--- config.mk ---
export PLATFORM = sky130hd
export DESIGN_NAME = pnm_stream_decoder_flat
export DESIGN_NICKNAME = d
export VERILOG_FILES = /design/src/rtl/pnm_pkg.sv /design/src/rtl/pnm_if.sv /design/src/rtl/pnm_div.sv /design/src/rtl/pnm_stream_decoder.sv /design/src/flat_wrapper.sv
export SDC_FILE = /design/constraint.sdc
export NUM_CORES = 1
export LEC_CHECK = 0
export BUFFER_PORTS_ARGS = -buffer_cell sky130_fd_sc_hd__buf_2
export CORE_UTILIZATION = 37
export CTS_BUF_LIST = sky130_fd_sc_hd__clkbuf_2
export CTS_CLUSTER_DIAMETER = 40
export DETAILED_ROUTE_END_ITERATION = 7
export PLACE_DENSITY = 0.59
export SLEW_MARGIN = 25
export SYNTH_ARGS = -nofsm -noshare
export SYNTH_HDL_FRONTEND = slang
export SYNTH_SLANG_ARGS = --single-unit
--- constraint.sdc ---
create_clock -name clk -period 4.5 [get_ports clk]
set_input_delay 0.225 -clock clk [delete_from_list [all_inputs] [get_ports clk]]
set_output_delay 0.225 -clock clk [all_outputs]
set_load 0.005 [all_outputs]
--- src/rtl/pnm_pkg.sv ---
`default_nettype none
package pnm_pkg;

	localparam int TILE_DEF    = 64;
	localparam int MAX_DIM_DEF = 4096;

	localparam int COORD_W = 12;
	localparam int ADDR_W  = 24;
	localparam int DIM_W   = 13;
	localparam int ACC_W   = 17;
	localparam int NUMER_W = 24;
	localparam int DENOM_W = 16;

	localparam logic [ACC_W-1:0] ACC_MAX = 17'd131071;
	localparam logic [DIM_W-1:0] DIM_SAT = 13'd8191;

	localparam logic [7:0] CH_P    = 8'h50;
	localparam logic [7:0] CH_HASH = 8'h23;
	localparam logic [7:0] CH_LF   = 8'h0a;
	localparam logic [7:0] CH_ZERO = 8'h30;
	localparam logic [7:0] CH_ONE  = 8'h31;
	localparam logic [7:0] CH_SIX  = 8'h36;

	localparam logic [1:0] KIND_PIXEL  = 2'd0;
	localparam logic [1:0] KIND_HEADER = 2'd1;
	localparam logic [1:0] KIND_ERROR  = 2'd2;
	localparam logic [1:0] KIND_DONE   = 2'd3;

	localparam logic [2:0] ERR_NONE      = 3'd0;
	localparam logic [2:0] ERR_MAGIC     = 3'd1;
	localparam logic [2:0] ERR_VERSION   = 3'd2;
	localparam logic [2:0] ERR_NUMBER    = 3'd3;
	localparam logic [2:0] ERR_NO_SPACE  = 3'd4;
	localparam logic [2:0] ERR_TRUNCATED = 3'd5;
	localparam logic [2:0] ERR_MAXVAL    = 3'd6;
	localparam logic [2:0] ERR_SIZE      = 3'd7;

	typedef struct packed {
		logic [1:0]         kind;
		logic [7:0]         red;
		logic [7:0]         green;
		logic [7:0]         blue;
		logic [COORD_W-1:0] column;
		logic [COORD_W-1:0] row;
		logic [ADDR_W-1:0]  pixel_address;
		logic [2:0]         error_code;
		logic               last_of_run;
	} res_t;

	typedef struct packed {
		logic               start;
		logic [NUMER_W-1:0] numer;
		logic [DENOM_W-1:0] denom;
	} div_req_t;

	function automatic logic is_space(input logic [7:0] b);
		return (b == 8'd32) || ((b >= 8'd9) && (b <= 8'd13));
	endfunction

	function automatic logic is_digit(input logic [7:0] b);
		return (b >= 8'd48) && (b <= 8'd57);
	endfunction

	function automatic res_t mk_res(input logic [1:0] kind, input logic [2:0] err);
		res_t r;
		r = '0;
		r.kind = kind;
		r.error_code = err;
		return r;
	endfunction

endpackage
`default_nettype wire

--- src/rtl/pnm_if.sv ---
`default_nettype none
interface pnm_in_if;
	logic       valid;
	logic       ready;
	logic [7:0] in_byte;
	logic       start_of_file;
	logic       end_of_file;
	modport source (output valid, in_byte, start_of_file, end_of_file, input ready);
	modport sink (input valid, in_byte, start_of_file, end_of_file, output ready);
endinterface

interface pnm_out_if;
	logic        valid;
	logic        ready;
	logic [1:0]  kind;
	logic [7:0]  red;
	logic [7:0]  green;
	logic [7:0]  blue;
	logic [11:0] column;
	logic [11:0] row;
	logic [23:0] pixel_address;
	logic [2:0]  error_code;
	logic        last_of_run;
	modport source (output valid, kind, red, green, blue, column, row, pixel_address,
		error_code, last_of_run, input ready);
	modport sink (input valid, kind, red, green, blue, column, row, pixel_address,
		error_code, last_of_run, output ready);
endinterface
`default_nettype wire

--- src/rtl/pnm_div.sv ---
`default_nettype none
// restoring divider, quotient known to be below 256: one bit a cycle
module pnm_div (
	input  wire logic              clk,
	input  wire logic              arst_n,
	input  wire pnm_pkg::div_req_t req,
	output logic [7:0]             quot,
	output logic                   done
);
	localparam int DS_W = pnm_pkg::DENOM_W + 7;

	logic [pnm_pkg::NUMER_W-1:0] rem_q;
	logic [DS_W-1:0]             ds_q;
	logic [7:0]                  quot_q;
	logic [2:0]                  cnt_q;
	logic                        busy_q;
	logic                        done_q;
	logic                        fits;

	assign fits = rem_q >= pnm_pkg::NUMER_W'(ds_q);

	always_ff @(posedge clk or negedge arst_n) begin
		if (!arst_n) begin
			rem_q  <= '0;
			ds_q   <= '0;
			quot_q <= '0;
			cnt_q  <= '0;
			busy_q <= 1'b0;
			done_q <= 1'b0;
		end else begin
			done_q <= 1'b0;
			if (req.start) begin
				rem_q  <= req.numer;
				ds_q   <= {req.denom, 7'd0};
				cnt_q  <= 3'd7;
				busy_q <= 1'b1;
			end else if (busy_q) begin
				if (fits) begin
					rem_q <= rem_q - pnm_pkg::NUMER_W'(ds_q);
				end
				quot_q <= {quot_q[6:0], fits};
				ds_q   <= ds_q >> 1;
				cnt_q  <= cnt_q - 3'd1;
				if (cnt_q == 3'd0) begin
					busy_q <= 1'b0;
					done_q <= 1'b1;
				end
			end
		end
	end

	assign quot = quot_q;
	assign done = done_q;

`ifndef SYNTHESIS
	a_start_idle: assert property (@(posedge clk) disable iff (!arst_n)
		req.start |-> !busy_q) else $error("divider restarted while busy");
	a_done_once: assert property (@(posedge clk) disable iff (!arst_n)
		done_q |-> !busy_q) else $error("divider done while busy");
	a_done_end: assert property (@(posedge clk) disable iff (!arst_n)
		done_q |-> $past(busy_q) && ($past(cnt_q) == 3'd0))
		else $error("divider done out of order");
`endif
endmodule
`default_nettype wire

--- src/rtl/pnm_stream_decoder.sv ---
`default_nettype none
// channel  dir  payload                                              handshake
// data     in   in_byte, start_of_file, end_of_file                  valid/ready
// result   out  kind, red, green, blue, column, row, pixel_address,  valid/ready
//               error_code, last_of_run
// a byte goes idle, parse, eof check, flush; each pixel adds channel or bit, pixel,
// return; the image-complete word its own state; a scaled sample the shared divider
// data.ready is high only while the sequencer waits for a byte
// results leave through a hold register and an output register; a full output
// stalls the sequencer, the byte in work holds
// arst_n clears the parser to wait for the magic letter; TILE must be a power of two
module pnm_stream_decoder #(
	parameter int TILE    = pnm_pkg::TILE_DEF,
	parameter int MAX_DIM = pnm_pkg::MAX_DIM_DEF
) (
	input  wire logic clk,
	input  wire logic arst_n,
	pnm_in_if.sink    data,
	pnm_out_if.source result
);
	localparam int LOG_T  = $clog2(TILE);
	localparam int ACR_W  = $clog2((MAX_DIM + TILE - 1) / TILE + 1);
	localparam int TY_W   = pnm_pkg::COORD_W - LOG_T;
	localparam int TILE_W = TY_W + ACR_W + 1;
	localparam int DW     = pnm_pkg::DIM_W;
	localparam int AW     = pnm_pkg::ACC_W;

	localparam logic [2:0] PH_MAGIC   = 3'd0;
	localparam logic [2:0] PH_VERSION = 3'd1;
	localparam logic [2:0] PH_WIDTH   = 3'd2;
	localparam logic [2:0] PH_HEIGHT  = 3'd3;
	localparam logic [2:0] PH_MAXVAL  = 3'd4;
	localparam logic [2:0] PH_DATA    = 3'd5;
	localparam logic [2:0] PH_DONE    = 3'd6;
	localparam logic [2:0] PH_ERROR   = 3'd7;

	localparam logic [3:0] S_IDLE  = 4'd0;
	localparam logic [3:0] S_PARSE = 4'd1;
	localparam logic [3:0] S_DIV   = 4'd2;
	localparam logic [3:0] S_CHAN  = 4'd3;
	localparam logic [3:0] S_PIX   = 4'd4;
	localparam logic [3:0] S_DONE3 = 4'd5;
	localparam logic [3:0] S_RET   = 4'd6;
	localparam logic [3:0] S_PBM   = 4'd7;
	localparam logic [3:0] S_EOF   = 4'd8;
	localparam logic [3:0] S_FLUSH = 4'd9;

	localparam logic [1:0] RET_ASCII = 2'd0;
	localparam logic [1:0] RET_NONE  = 2'd1;
	localparam logic [1:0] RET_PBM   = 2'd2;
	localparam logic [1:0] RET_EOF   = 2'd3;

	logic [3:0]    state_q;
	logic [1:0]    ret_q;
	logic [2:0]    phase_q;
	logic [2:0]    ver_q;
	logic [DW-1:0] width_q;
	logic [DW-1:0] height_q;
	logic [AW-1:0] max_q;
	logic [AW-1:0] acc_q;
	logic          cmt_q;
	logic          dig_q;
	logic [11:0]   col_q;
	logic [11:0]   row_q;
	logic [1:0]    chan_q;
	logic [7:0]    part_r_q;
	logic [7:0]    part_g_q;
	logic          hold_v_q;
	logic [7:0]    hold_b_q;
	logic [ACR_W-1:0] across_q;
	logic [7:0]    b_q;
	logic          eof_q;
	logic [7:0]    sample_q;
	logic [7:0]    px_r_q;
	logic [7:0]    px_g_q;
	logic [7:0]    px_b_q;
	logic [2:0]    k_q;
	logic          rowend_q;
	pnm_pkg::div_req_t div_req_q;
	logic [7:0]    div_quot;
	logic          div_done;

	pnm_pkg::res_t pend_q;
	logic          pend_v_q;
	pnm_pkg::res_t out_q;
	logic          out_v_q;

	logic          out_free;
	logic          go;
	logic          pbm;
	logic          hdr_last;
	logic [AW+3:0] acc_mul;
	logic [AW-1:0] acc_next;
	logic [DW-1:0] acc_dim;
	logic [DW-1:0] fin_h;
	logic [AW-1:0] fin_m;
	logic [AW-1:0] sc_v;
	logic          sc_sat;
	logic [pnm_pkg::NUMER_W-1:0] sc_numer;
	logic [DW:0]   col_inc;
	logic [DW:0]   row_inc;
	logic [TILE_W-1:0] tile_idx;
	logic [pnm_pkg::ADDR_W-1:0] pix_addr;
	logic [ACR_W-1:0] fin_across;

	pnm_div u_div (
		.clk    (clk),
		.arst_n (arst_n),
		.req    (div_req_q),
		.quot   (div_quot),
		.done   (div_done)
	);

	assign out_free = !out_v_q || result.ready;
	assign go       = !(pend_v_q && !out_free);
	assign pbm      = (ver_q == 3'd1) || (ver_q == 3'd4);
	assign hdr_last = (phase_q == PH_MAXVAL) || ((phase_q == PH_HEIGHT) && pbm);

	assign acc_mul  = (AW+4)'(acc_q) * (AW+4)'(10) + (AW+4)'(b_q - pnm_pkg::CH_ZERO);
	assign acc_next = (acc_mul > (AW+4)'(pnm_pkg::ACC_MAX)) ? pnm_pkg::ACC_MAX :
		acc_mul[AW-1:0];
	assign acc_dim  = (acc_q > AW'(pnm_pkg::DIM_SAT)) ? pnm_pkg::DIM_SAT : acc_q[DW-1:0];
	assign fin_h    = (phase_q == PH_HEIGHT) ? acc_dim : height_q;
	assign fin_m    = pbm ? AW'(1) : ((phase_q == PH_MAXVAL) ? acc_q : max_q);
	assign fin_across = ACR_W'(((DW+1)'(width_q) + (DW+1)'(TILE - 1)) >> LOG_T);

	// sample to scale: a finished ascii number, a 16-bit pair or a plain byte
	always_comb begin
		if ((state_q == S_PARSE) && (ver_q >= 3'd5)) begin
			sc_v = (max_q > AW'(255)) ? AW'({hold_b_q, b_q}) : AW'(b_q);
		end else begin
			sc_v = acc_q;
		end
	end
	assign sc_sat   = (max_q == '0) || (sc_v >= max_q);
	assign sc_numer = pnm_pkg::NUMER_W'({sc_v[15:0], 8'h00}) -
		pnm_pkg::NUMER_W'(sc_v[15:0]);

	assign col_inc  = (DW+1)'(col_q) + (DW+1)'(1);
	assign row_inc  = (DW+1)'(row_q) + (DW+1)'(1);
	assign tile_idx = TILE_W'(row_q[11:LOG_T]) * TILE_W'(across_q) +
		TILE_W'(col_q[11:LOG_T]);
	assign pix_addr = pnm_pkg::ADDR_W'({tile_idx, row_q[LOG_T-1:0], col_q[LOG_T-1:0]});

	always_ff @(posedge clk or negedge arst_n) begin
		if (!arst_n) begin
			state_q   <= S_IDLE;
			ret_q     <= RET_NONE;
			phase_q   <= PH_MAGIC;
			ver_q     <= '0;
			width_q   <= '0;
			height_q  <= '0;
			max_q     <= '0;
			acc_q     <= '0;
			cmt_q     <= 1'b0;
			dig_q     <= 1'b0;
			col_q     <= '0;
			row_q     <= '0;
			chan_q    <= '0;
			part_r_q  <= '0;
			part_g_q  <= '0;
			hold_v_q  <= 1'b0;
			hold_b_q  <= '0;
			across_q  <= '0;
			b_q       <= '0;
			eof_q     <= 1'b0;
			sample_q  <= '0;
			px_r_q    <= '0;
			px_g_q    <= '0;
			px_b_q    <= '0;
			k_q       <= '0;
			rowend_q  <= 1'b0;
			div_req_q <= '0;
			pend_q    <= '0;
			pend_v_q  <= 1'b0;
			out_q     <= '0;
			out_v_q   <= 1'b0;
		end else begin : seq
			pnm_pkg::res_t em;
			logic          em_v;
			logic          flush;
			logic [3:0]    st_n;
			logic          dv_go;
			pnm_pkg::res_t fl;
			em    = '0;
			em_v  = 1'b0;
			flush = 1'b0;
			st_n  = state_q;
			dv_go = 1'b0;
			fl    = pend_q;
			fl.last_of_run = 1'b1;

			unique case (state_q)
				S_IDLE: begin
					if (data.valid) begin
						b_q   <= data.in_byte;
						eof_q <= data.end_of_file;
						st_n  = S_PARSE;
						if (data.start_of_file) begin
							phase_q  <= PH_MAGIC;
							ver_q    <= '0;
							width_q  <= '0;
							height_q <= '0;
							max_q    <= '0;
							acc_q    <= '0;
							cmt_q    <= 1'b0;
							dig_q    <= 1'b0;
							col_q    <= '0;
							row_q    <= '0;
							chan_q   <= '0;
							part_r_q <= '0;
							part_g_q <= '0;
							hold_v_q <= 1'b0;
							hold_b_q <= '0;
						end
					end
				end
				S_PARSE: if (go) begin
					st_n = S_EOF;
					unique case (phase_q)
						PH_MAGIC: begin
							if (b_q == pnm_pkg::CH_P) begin
								phase_q <= PH_VERSION;
							end else begin
								em = pnm_pkg::mk_res(pnm_pkg::KIND_ERROR, pnm_pkg::ERR_MAGIC);
								em_v = 1'b1;
								phase_q <= PH_ERROR;
							end
						end
						PH_VERSION: begin
							if ((b_q >= pnm_pkg::CH_ONE) && (b_q <= pnm_pkg::CH_SIX)) begin
								ver_q   <= 3'(b_q - pnm_pkg::CH_ZERO);
								phase_q <= PH_WIDTH;
							end else begin
								em = pnm_pkg::mk_res(pnm_pkg::KIND_ERROR, pnm_pkg::ERR_VERSION);
								em_v = 1'b1;
								phase_q <= PH_ERROR;
							end
						end
						PH_WIDTH, PH_HEIGHT, PH_MAXVAL: begin
							if (cmt_q) begin
								if (b_q == pnm_pkg::CH_LF) begin
									cmt_q <= 1'b0;
								end
							end else if (pnm_pkg::is_digit(b_q)) begin
								acc_q <= acc_next;
								dig_q <= 1'b1;
							end else if (dig_q && hdr_last) begin
								acc_q <= '0;
								dig_q <= 1'b0;
								if (phase_q == PH_HEIGHT) begin
									height_q <= acc_dim;
								end else begin
									max_q <= acc_q;
								end
								em_v = 1'b1;
								if (!pnm_pkg::is_space(b_q)) begin
									em = pnm_pkg::mk_res(pnm_pkg::KIND_ERROR,
										pnm_pkg::ERR_NO_SPACE);
									phase_q <= PH_ERROR;
								end else if (!pbm && ((fin_m == '0) ||
										(fin_m > AW'(65535)))) begin
									em = pnm_pkg::mk_res(pnm_pkg::KIND_ERROR,
										pnm_pkg::ERR_MAXVAL);
									phase_q <= PH_ERROR;
								end else if ((width_q == '0) || (width_q > DW'(MAX_DIM)) ||
										(fin_h == '0) || (fin_h > DW'(MAX_DIM))) begin
									em = pnm_pkg::mk_res(pnm_pkg::KIND_ERROR,
										pnm_pkg::ERR_SIZE);
									phase_q <= PH_ERROR;
								end else begin
									em = pnm_pkg::mk_res(pnm_pkg::KIND_HEADER,
										pnm_pkg::ERR_NONE);
									max_q    <= fin_m;
									phase_q  <= PH_DATA;
									across_q <= fin_across;
									col_q    <= '0;
									row_q    <= '0;
									chan_q   <= '0;
									part_r_q <= '0;
									part_g_q <= '0;
									hold_v_q <= 1'b0;
									hold_b_q <= '0;
									cmt_q    <= 1'b0;
								end
							end else begin
								if (dig_q) begin
									acc_q <= '0;
									dig_q <= 1'b0;
									if (phase_q == PH_WIDTH) begin
										width_q <= acc_dim;
									end else begin
										height_q <= acc_dim;
									end
									phase_q <= phase_q + 3'd1;
								end
								if (b_q == pnm_pkg::CH_HASH) begin
									cmt_q <= 1'b1;
								end else if (!pnm_pkg::is_space(b_q)) begin
									em = pnm_pkg::mk_res(pnm_pkg::KIND_ERROR,
										pnm_pkg::ERR_NUMBER);
									em_v = 1'b1;
									phase_q <= PH_ERROR;
								end
							end
						end
						PH_DATA: begin
							if (ver_q <= 3'd3) begin
								if (pnm_pkg::is_digit(b_q)) begin
									acc_q <= acc_next;
									dig_q <= 1'b1;
								end else if (dig_q) begin
									acc_q <= '0;
									dig_q <= 1'b0;
									ret_q <= RET_ASCII;
									if (sc_sat) begin
										sample_q <= 8'hff;
										st_n     = S_CHAN;
									end else begin
										dv_go = 1'b1;
										st_n  = S_DIV;
									end
								end else if (!pnm_pkg::is_space(b_q)) begin
									em = pnm_pkg::mk_res(pnm_pkg::KIND_ERROR,
										pnm_pkg::ERR_NUMBER);
									em_v = 1'b1;
									phase_q <= PH_ERROR;
								end
							end else if (ver_q == 3'd4) begin
								k_q  <= '0;
								st_n = S_PBM;
							end else if ((max_q > AW'(255)) && !hold_v_q) begin
								hold_v_q <= 1'b1;
								hold_b_q <= b_q;
							end else begin
								hold_v_q <= 1'b0;
								ret_q    <= RET_NONE;
								if (max_q == AW'(65535)) begin
									sample_q <= hold_b_q;
									st_n     = S_CHAN;
								end else if (sc_sat) begin
									sample_q <= 8'hff;
									st_n     = S_CHAN;
								end else begin
									dv_go = 1'b1;
									st_n  = S_DIV;
								end
							end
						end
						default: begin
						end
					endcase
				end
				S_DIV: begin
					if (div_done) begin
						sample_q <= div_quot;
						st_n     = S_CHAN;
					end
				end
				S_CHAN: begin
					if ((ver_q == 3'd3) || (ver_q == 3'd6)) begin
						unique case (chan_q)
							2'd0: begin
								part_r_q <= sample_q;
								chan_q   <= 2'd1;
								st_n     = S_RET;
							end
							2'd1: begin
								part_g_q <= sample_q;
								chan_q   <= 2'd2;
								st_n     = S_RET;
							end
							default: begin
								chan_q <= 2'd0;
								px_r_q <= part_r_q;
								px_g_q <= part_g_q;
								px_b_q <= sample_q;
								st_n   = S_PIX;
							end
						endcase
					end else begin
						px_r_q <= sample_q;
						px_g_q <= sample_q;
						px_b_q <= sample_q;
						st_n   = S_PIX;
					end
				end
				S_PBM: begin
					px_r_q <= {8{b_q[3'd7 - k_q]}};
					px_g_q <= {8{b_q[3'd7 - k_q]}};
					px_b_q <= {8{b_q[3'd7 - k_q]}};
					ret_q  <= RET_PBM;
					st_n   = S_PIX;
				end
				S_PIX: if (go) begin
					em = '0;
					em.kind = pnm_pkg::KIND_PIXEL;
					em.red = px_r_q;
					em.green = px_g_q;
					em.blue = px_b_q;
					em.column = col_q;
					em.row = row_q;
					em.pixel_address = pix_addr;
					em_v = 1'b1;
					if (col_inc < (DW+1)'(width_q)) begin
						col_q    <= col_inc[11:0];
						rowend_q <= 1'b0;
						st_n     = S_RET;
					end else begin
						col_q    <= '0;
						row_q    <= row_inc[11:0];
						rowend_q <= 1'b1;
						st_n     = (row_inc >= (DW+1)'(height_q)) ? S_DONE3 : S_RET;
					end
				end
				S_DONE3: if (go) begin
					em = pnm_pkg::mk_res(pnm_pkg::KIND_DONE, pnm_pkg::ERR_NONE);
					em_v = 1'b1;
					phase_q <= PH_DONE;
					st_n    = S_RET;
				end
				S_RET: if (go) begin
					unique case (ret_q)
						RET_ASCII: begin
							st_n = S_EOF;
							if ((phase_q == PH_DATA) && !pnm_pkg::is_space(b_q)) begin
								em = pnm_pkg::mk_res(pnm_pkg::KIND_ERROR,
									pnm_pkg::ERR_NUMBER);
								em_v = 1'b1;
								phase_q <= PH_ERROR;
							end
						end
						RET_PBM: begin
							if (rowend_q || (k_q == 3'd7)) begin
								st_n = S_EOF;
							end else begin
								k_q  <= k_q + 3'd1;
								st_n = S_PBM;
							end
						end
						RET_EOF: begin
							st_n = S_FLUSH;
							if (phase_q == PH_DATA) begin
								em = pnm_pkg::mk_res(pnm_pkg::KIND_ERROR,
									pnm_pkg::ERR_TRUNCATED);
								em_v = 1'b1;
								phase_q <= PH_ERROR;
							end
						end
						default: st_n = S_EOF;
					endcase
				end
				S_EOF: if (go) begin
					st_n = S_FLUSH;
					if (eof_q) begin
						unique case (phase_q)
							PH_MAGIC: begin
								em = pnm_pkg::mk_res(pnm_pkg::KIND_ERROR, pnm_pkg::ERR_MAGIC);
								em_v = 1'b1;
								phase_q <= PH_ERROR;
							end
							PH_VERSION: begin
								em = pnm_pkg::mk_res(pnm_pkg::KIND_ERROR,
									pnm_pkg::ERR_TRUNCATED);
								em_v = 1'b1;
								phase_q <= PH_ERROR;
							end
							PH_WIDTH, PH_HEIGHT, PH_MAXVAL: begin
								em = pnm_pkg::mk_res(pnm_pkg::KIND_ERROR,
									(dig_q && hdr_last) ? pnm_pkg::ERR_NO_SPACE :
									pnm_pkg::ERR_NUMBER);
								em_v = 1'b1;
								phase_q <= PH_ERROR;
							end
							PH_DATA: begin
								if ((ver_q <= 3'd3) && dig_q) begin
									acc_q <= '0;
									dig_q <= 1'b0;
									ret_q <= RET_EOF;
									if (sc_sat) begin
										sample_q <= 8'hff;
										st_n     = S_CHAN;
									end else begin
										dv_go = 1'b1;
										st_n  = S_DIV;
									end
								end else begin
									em = pnm_pkg::mk_res(pnm_pkg::KIND_ERROR,
										pnm_pkg::ERR_TRUNCATED);
									em_v = 1'b1;
									phase_q <= PH_ERROR;
								end
							end
							default: begin
							end
						endcase
					end
				end
				S_FLUSH: if (go) begin
					flush = pend_v_q;
					st_n  = S_IDLE;
				end
				default: st_n = S_IDLE;
			endcase

			state_q   <= st_n;
			// operands are only taken by the divider while its start is high
			div_req_q <= '{start: dv_go, numer: sc_numer, denom: max_q[15:0]};

			// hold register keeps the newest word until it is known whether it ends the run
			if (em_v) begin
				if (pend_v_q) begin
					out_q   <= pend_q;
					out_v_q <= 1'b1;
				end else if (out_v_q && result.ready) begin
					out_v_q <= 1'b0;
				end
				pend_q   <= em;
				pend_v_q <= 1'b1;
			end else if (flush) begin
				out_q    <= fl;
				out_v_q  <= 1'b1;
				pend_v_q <= 1'b0;
			end else if (out_v_q && result.ready) begin
				out_v_q <= 1'b0;
			end
		end
	end

	assign data.ready           = (state_q == S_IDLE);
	assign result.valid         = out_v_q;
	assign result.kind          = out_q.kind;
	assign result.red           = out_q.red;
	assign result.green         = out_q.green;
	assign result.blue          = out_q.blue;
	assign result.column        = out_q.column;
	assign result.row           = out_q.row;
	assign result.pixel_address = out_q.pixel_address;
	assign result.error_code    = out_q.error_code;
	assign result.last_of_run   = out_q.last_of_run;

`ifndef SYNTHESIS
	a_idle_empty: assert property (@(posedge clk) disable iff (!arst_n)
		(state_q == S_IDLE) |-> !pend_v_q) else $error("word left pending at idle");
	a_div_state: assert property (@(posedge clk) disable iff (!arst_n)
		div_done |-> (state_q == S_DIV)) else $error("divider result unexpected");
	a_pix_bound: assert property (@(posedge clk) disable iff (!arst_n)
		(state_q == S_PIX) |-> ((DW'(col_q) < width_q) && (phase_q == PH_DATA)))
		else $error("pixel outside image");
`endif
endmodule
`default_nettype wire
--- src/flat_wrapper.sv ---
// flat-port wrapper written by rule: the top's interface ports become plain ports
module pnm_stream_decoder_flat 
#(
	parameter int TILE    = pnm_pkg::TILE_DEF,
	parameter int MAX_DIM = pnm_pkg::MAX_DIM_DEF
)
  (clk, arst_n, data_valid, data_in_byte, data_start_of_file, data_end_of_file, data_ready, result_valid, result_kind, result_red, result_green, result_blue, result_column, result_row, result_pixel_address, result_error_code, result_last_of_run, result_ready);
  pnm_in_if data_i ();
  pnm_out_if result_i ();
  input  wire logic clk;
  input  wire logic arst_n;
  input wire logic [$bits(data_i.valid)-1:0] data_valid;
  input wire logic [$bits(data_i.in_byte)-1:0] data_in_byte;
  input wire logic [$bits(data_i.start_of_file)-1:0] data_start_of_file;
  input wire logic [$bits(data_i.end_of_file)-1:0] data_end_of_file;
  output wire logic [$bits(data_i.ready)-1:0] data_ready;
  output wire logic [$bits(result_i.valid)-1:0] result_valid;
  output wire logic [$bits(result_i.kind)-1:0] result_kind;
  output wire logic [$bits(result_i.red)-1:0] result_red;
  output wire logic [$bits(result_i.green)-1:0] result_green;
  output wire logic [$bits(result_i.blue)-1:0] result_blue;
  output wire logic [$bits(result_i.column)-1:0] result_column;
  output wire logic [$bits(result_i.row)-1:0] result_row;
  output wire logic [$bits(result_i.pixel_address)-1:0] result_pixel_address;
  output wire logic [$bits(result_i.error_code)-1:0] result_error_code;
  output wire logic [$bits(result_i.last_of_run)-1:0] result_last_of_run;
  input wire logic [$bits(result_i.ready)-1:0] result_ready;
  assign data_i.valid = data_valid;
  assign data_i.in_byte = data_in_byte;
  assign data_i.start_of_file = data_start_of_file;
  assign data_i.end_of_file = data_end_of_file;
  assign data_ready = data_i.ready;
  assign result_valid = result_i.valid;
  assign result_kind = result_i.kind;
  assign result_red = result_i.red;
  assign result_green = result_i.green;
  assign result_blue = result_i.blue;
  assign result_column = result_i.column;
  assign result_row = result_i.row;
  assign result_pixel_address = result_i.pixel_address;
  assign result_error_code = result_i.error_code;
  assign result_last_of_run = result_i.last_of_run;
  assign result_i.ready = result_ready;
  pnm_stream_decoder #(.TILE(TILE), .MAX_DIM(MAX_DIM)) u_core (.clk(clk), .arst_n(arst_n), .data(data_i), .result(result_i));
endmodule
==> run_results.csv <==
group,metric,value,unit
status,status,"finished, violations left",
status,violations,"setup timing",
critical_path,critical_path.max_stage_delay,0.51,ns
critical_path,crit_fanout,8,
global_routing,groute.usage.overall,19.7,%
critical_path,r2r_cell_count,18,
drt,detail-route-antenna-nets,0,
die,die_area,0.0687,sq mm
power_and_ir_drop,total_switching_power,9.23,mW
critical_path,startpoint,"u_core.acc_q[6]",
global_routing,grt_start_max_net_pins,115,
power_and_ir_drop,power_per_cell_area,680,mW/mm^2
timing,period_minus_slack,4.56,ns
timing,slew_violations,0,
power_and_ir_drop,int_power,10.3,mW
drt,routed_via_density,5.43,
timing,setup-tns-final,-0.315,ns
placed_design,routabilityCongestion,0.901,
cts,ctsHtreeMaxLevel,3,
critical_path,critPathRequiredTime,5.49,ns
synthesis,ys_types,98,
cts,ctsRootBufferMaster,"clkbuf_2",
global_routing,wire_length_of_the_first_global_routing_pass,109,mm
placed_design,setup_ws_pre_cts,-0.398,ns
die,die-height,262,um
timing,worst_slew_margin_rel,46.3,%
drt,totalWireLength,67.5,mm
cts,clk_transition_reported_paths,0.10,ns
drt,routedWlPerCell,18.1,um
critical_path,timing.rr.start,"u_core.acc_q[6]",
cells_and_area,final_layout_size_suffix_gt1_share,20.8,%
die,floorplan.rows,94,
power_and_ir_drop,power.leakage,14.1,nW
synthesis,yosys-top-cells-area,"dfrtp_1, ha_1, nand2_1, o21ai_0, a22o_1",
timing,worst-slew-pin-transition,0.800,ns
synthesis,top_cell_types_by_occurrence_after_synthesis,"dfrtp_1, nand2_1, ha_1",
run,max_cap_viol,0,
critical_path,reg2reg_setup_slack,-0.06,ns
drt,detail_route.drc_violations,0,
placed_design,placed_cells,3489,
cells_and_area,finish.utilization,43.4,%
synthesis,synth_top_area_share,41.0,%
cells_and_area,area_growth_syn_to_layout,14.9,%
global_routing,global_route_overflow,0,
drt,via_count,20300,
power_and_ir_drop,switching_share,47.2,%
critical_path,reg2reg_to,"u_core.acc_q[12]",
timing,rsz0062_at_grt,"yes",
power_and_ir_drop,share_comb_of_total_power,59.0,%
cts,tritoncts_clock_tree,"built",
critical_path,endpoint_kind,"flop",
critical_path,worstSetupStartpointType,"flop",
timing,final_critical_path_setup_slack,-0.0627,ns
cts,ctsLongestPathBuffers,3,
drt,drt_iter0_drc,1355,
timing,final-hold-violation-count,0,
die,num_io_pins,94,
synthesis,synth_warnings,0,
synthesis,post_synth_edffs,0,
global_routing,grt_antenna_before_repair,3,
cells_and_area,layout.nets,2999,
global_routing,first_global_vias,20400,
timing,timing.fmax,219,MHz
synthesis,yosysTopAreaCell,"dfrtp_1",
synthesis,syn_area,0.0250,sq mm
cells_and_area,fillers,6470,
critical_path,crit_type,"reg -> reg",
die,fp.dieW,262,um
synthesis,netlist_instances,2546,
power_and_ir_drop,p_seq_share,27.3,%
power_and_ir_drop,clockPowerShare,13.7,%
critical_path,cp.arrival,5.56,ns
power_and_ir_drop,vdd_ir_drop_max,0.419,mV
critical_path,worstSetupEndpoint,"u_core.acc_q[12]",
placed_design,detailedPlacementHpwl,48.6,mm
die,core-area,0.0663,sq mm
synthesis,synth_flop_cell,"dfrtp_1",
drt,dr.pass1.iters,5,
synthesis,postSynthRegisterBits,411,
cts,clkLatencyLatePin,1.18,ns
synthesis,synthMostInstantiatedCell,"dfrtp_1",
critical_path,crit_top_cell,"ha_1",
cells_and_area,layoutNonFillerInstCount,3733,
placed_design,port-buffer-count,93,
cts,cts-buffers-inserted,112,
cts,clkSinkCount,411,
min_path,hold_path_class,"in -> reg",
timing,final-setup-viol-count,9,
die,floorplan.initialDensity,37.7,%
synthesis,syn_avg_cell_area,9.83,sq um
critical_path,critical-path-slowest-cell,"or4_1",
synthesis,yosysSeqAreaShare,41.1,%
timing,final_cycle_utilization_of_the_critical_path,101,%
timing,timing.clock.skew,0.159,ns
synthesis,async_flop_share,100,%
synthesis,postSynthNetCount,2758,
critical_path,timing.critical_path.cells,"ha_1, ha_1, or4_1, o21ai_1, o21ai_1, xor2_1, ha_1, a21oi_2, nand2_2, o41ai_2, nor2_1, buf_4, a311o_1, mux2i_1, o21ai_2, buf_6, a2111oi_4, a21oi_1",
## through the flow
step | power, mW | hold slack, ns | instance area, sq um
finish | 19.6 | 0.215 | 28800
global route | 21.0 | 0.143 | 28800
CTS | 19.3 | 0.0438 | 28500
detailed placement | 16.1 | 0.410 | 26900
global placement | 15.9 | 0.394 | 26900
floorplan | 12.9 | -0.0706 | 25000
## sequential cells by signal, indices dropped and copies added (netlist names), 17 cells and up
register	count
u_core.u_div.rem_q	24
u_core.result.pixel_address	24
u_core.acc_q	17
u_core.max_q	17
u_core.pend_q	65
u_core.div_req_q	41
u_core.u_div.ds_q	23
## cells by family after synthesis
family	share of synthesized area [%]
simple gates	13.5
compound gates	18.3
flops	41.1
buf+inv	5.03
fa+ha+maj	10.7
mux	7.44
xor+xnor	3.97
## how the worst min path moves through the flow
stage	start	depth (start not counted)	slack, ns	endpoint
5_1_grt	result_ready	6	0.14	u_core.state_q[3]
4_1_cts	result_ready	6	0.04	u_core.state_q[3]
2_1_floorplan	arst_n	0	-0.07	u_core.acc_q[0]
3_3_place_gp	arst_n	1	0.39	u_core.result.pixel_address[8]
6_report	result_ready	6	0.21	u_core.state_q[3]
3_5_place_dp	arst_n	1	0.41	u_core.result.pixel_address[8]
## critical path: cells and delay by family (launching register included)
family / cells / cell delay (ns)
AOI/OAI and AO/OA: 8 / 1.61
xor gates and xnor gates: 1 / 0.17
adders and majority gates: 3 / 0.89
buffers and inverters: 2 / 0.34
DFF: 1 / 0.49
muxes: 1 / 0.16
and+or+nand+nor: 3 / 0.74
## cell type report
type                    count  area [sq um]  area share [%]
repair buffers            257          1940            6.75
inverters                 153           574            2.00
diodes                      1          2.50         0.00870
multi-input cells        1852         13900            48.2
flip-flops and latches    411         10300            35.8
well taps                 864          1080            3.76
clock buffers             166           831            2.89
clock inverters            29           185           0.644
## layer usage
| layer | vias to the layer above | global-route usage (%) | part of all wire [%] |
|---|---|---|---|
| li1 | 9589 | - | - |
| met4 | 2 | 6.36 | 1.9 |
| met5 | - | 0 | 0.028 |
| met3 | 100 | 2.78 | 4.7 |
| met1 | 10000 | 27.8 | 48 |
| met2 | 558 | 31.1 | 46 |
## power by group through the flow
| stage | registers (mW) | clock network, mW | logic (mW) |
|---|---|---|---|
| floorplan | 5.09 | 0 | 7.82 |
| global placement | 5.35 | 0 | 10.5 |
| detailed placement | 5.39 | 0 | 10.8 |
| CTS | 5.31 | 2.81 | 11.1 |
| global route | 5.43 | 3.00 | 12.6 |
| finish | 5.33 | 2.68 | 11.5 |
## cells in the final DEF (no fill, tap or decap), types with 36 or more instances in the layout
cell type  synthesis  routed
clkbuf_2           0     166
ha_1             172     168
mux2_2            56      56
xor2_1            40      40
a21oi_1          132     128
o21a_1            36      36
nand2_1          285     283
a22o_1            79      79
nor2_1           144     142
o21ai_0          157     155
mux2i_1           51      51
mux2_4            39      39
nand3_1           45      45
dfrtp_1          410     403
xnor2_1           69      67
buf_4             21     114
and2_1            45      45
inv_1            153     153
a21o_1            41      41
buf_2             29      92
## repair_timing
action / 4_1_cts / 5_1_grt
gates cloned: 0 / 1
hold buffers: 34 / 0
setup endpoints to repair: 17 / 21
endpoints found under the hold margin: 457 / 0
setup buffers: 9 / 3
pin swaps: 37 / 21
gates resized for setup: 36 / 40
Note: power is estimated with default switching activity, not from simulation.
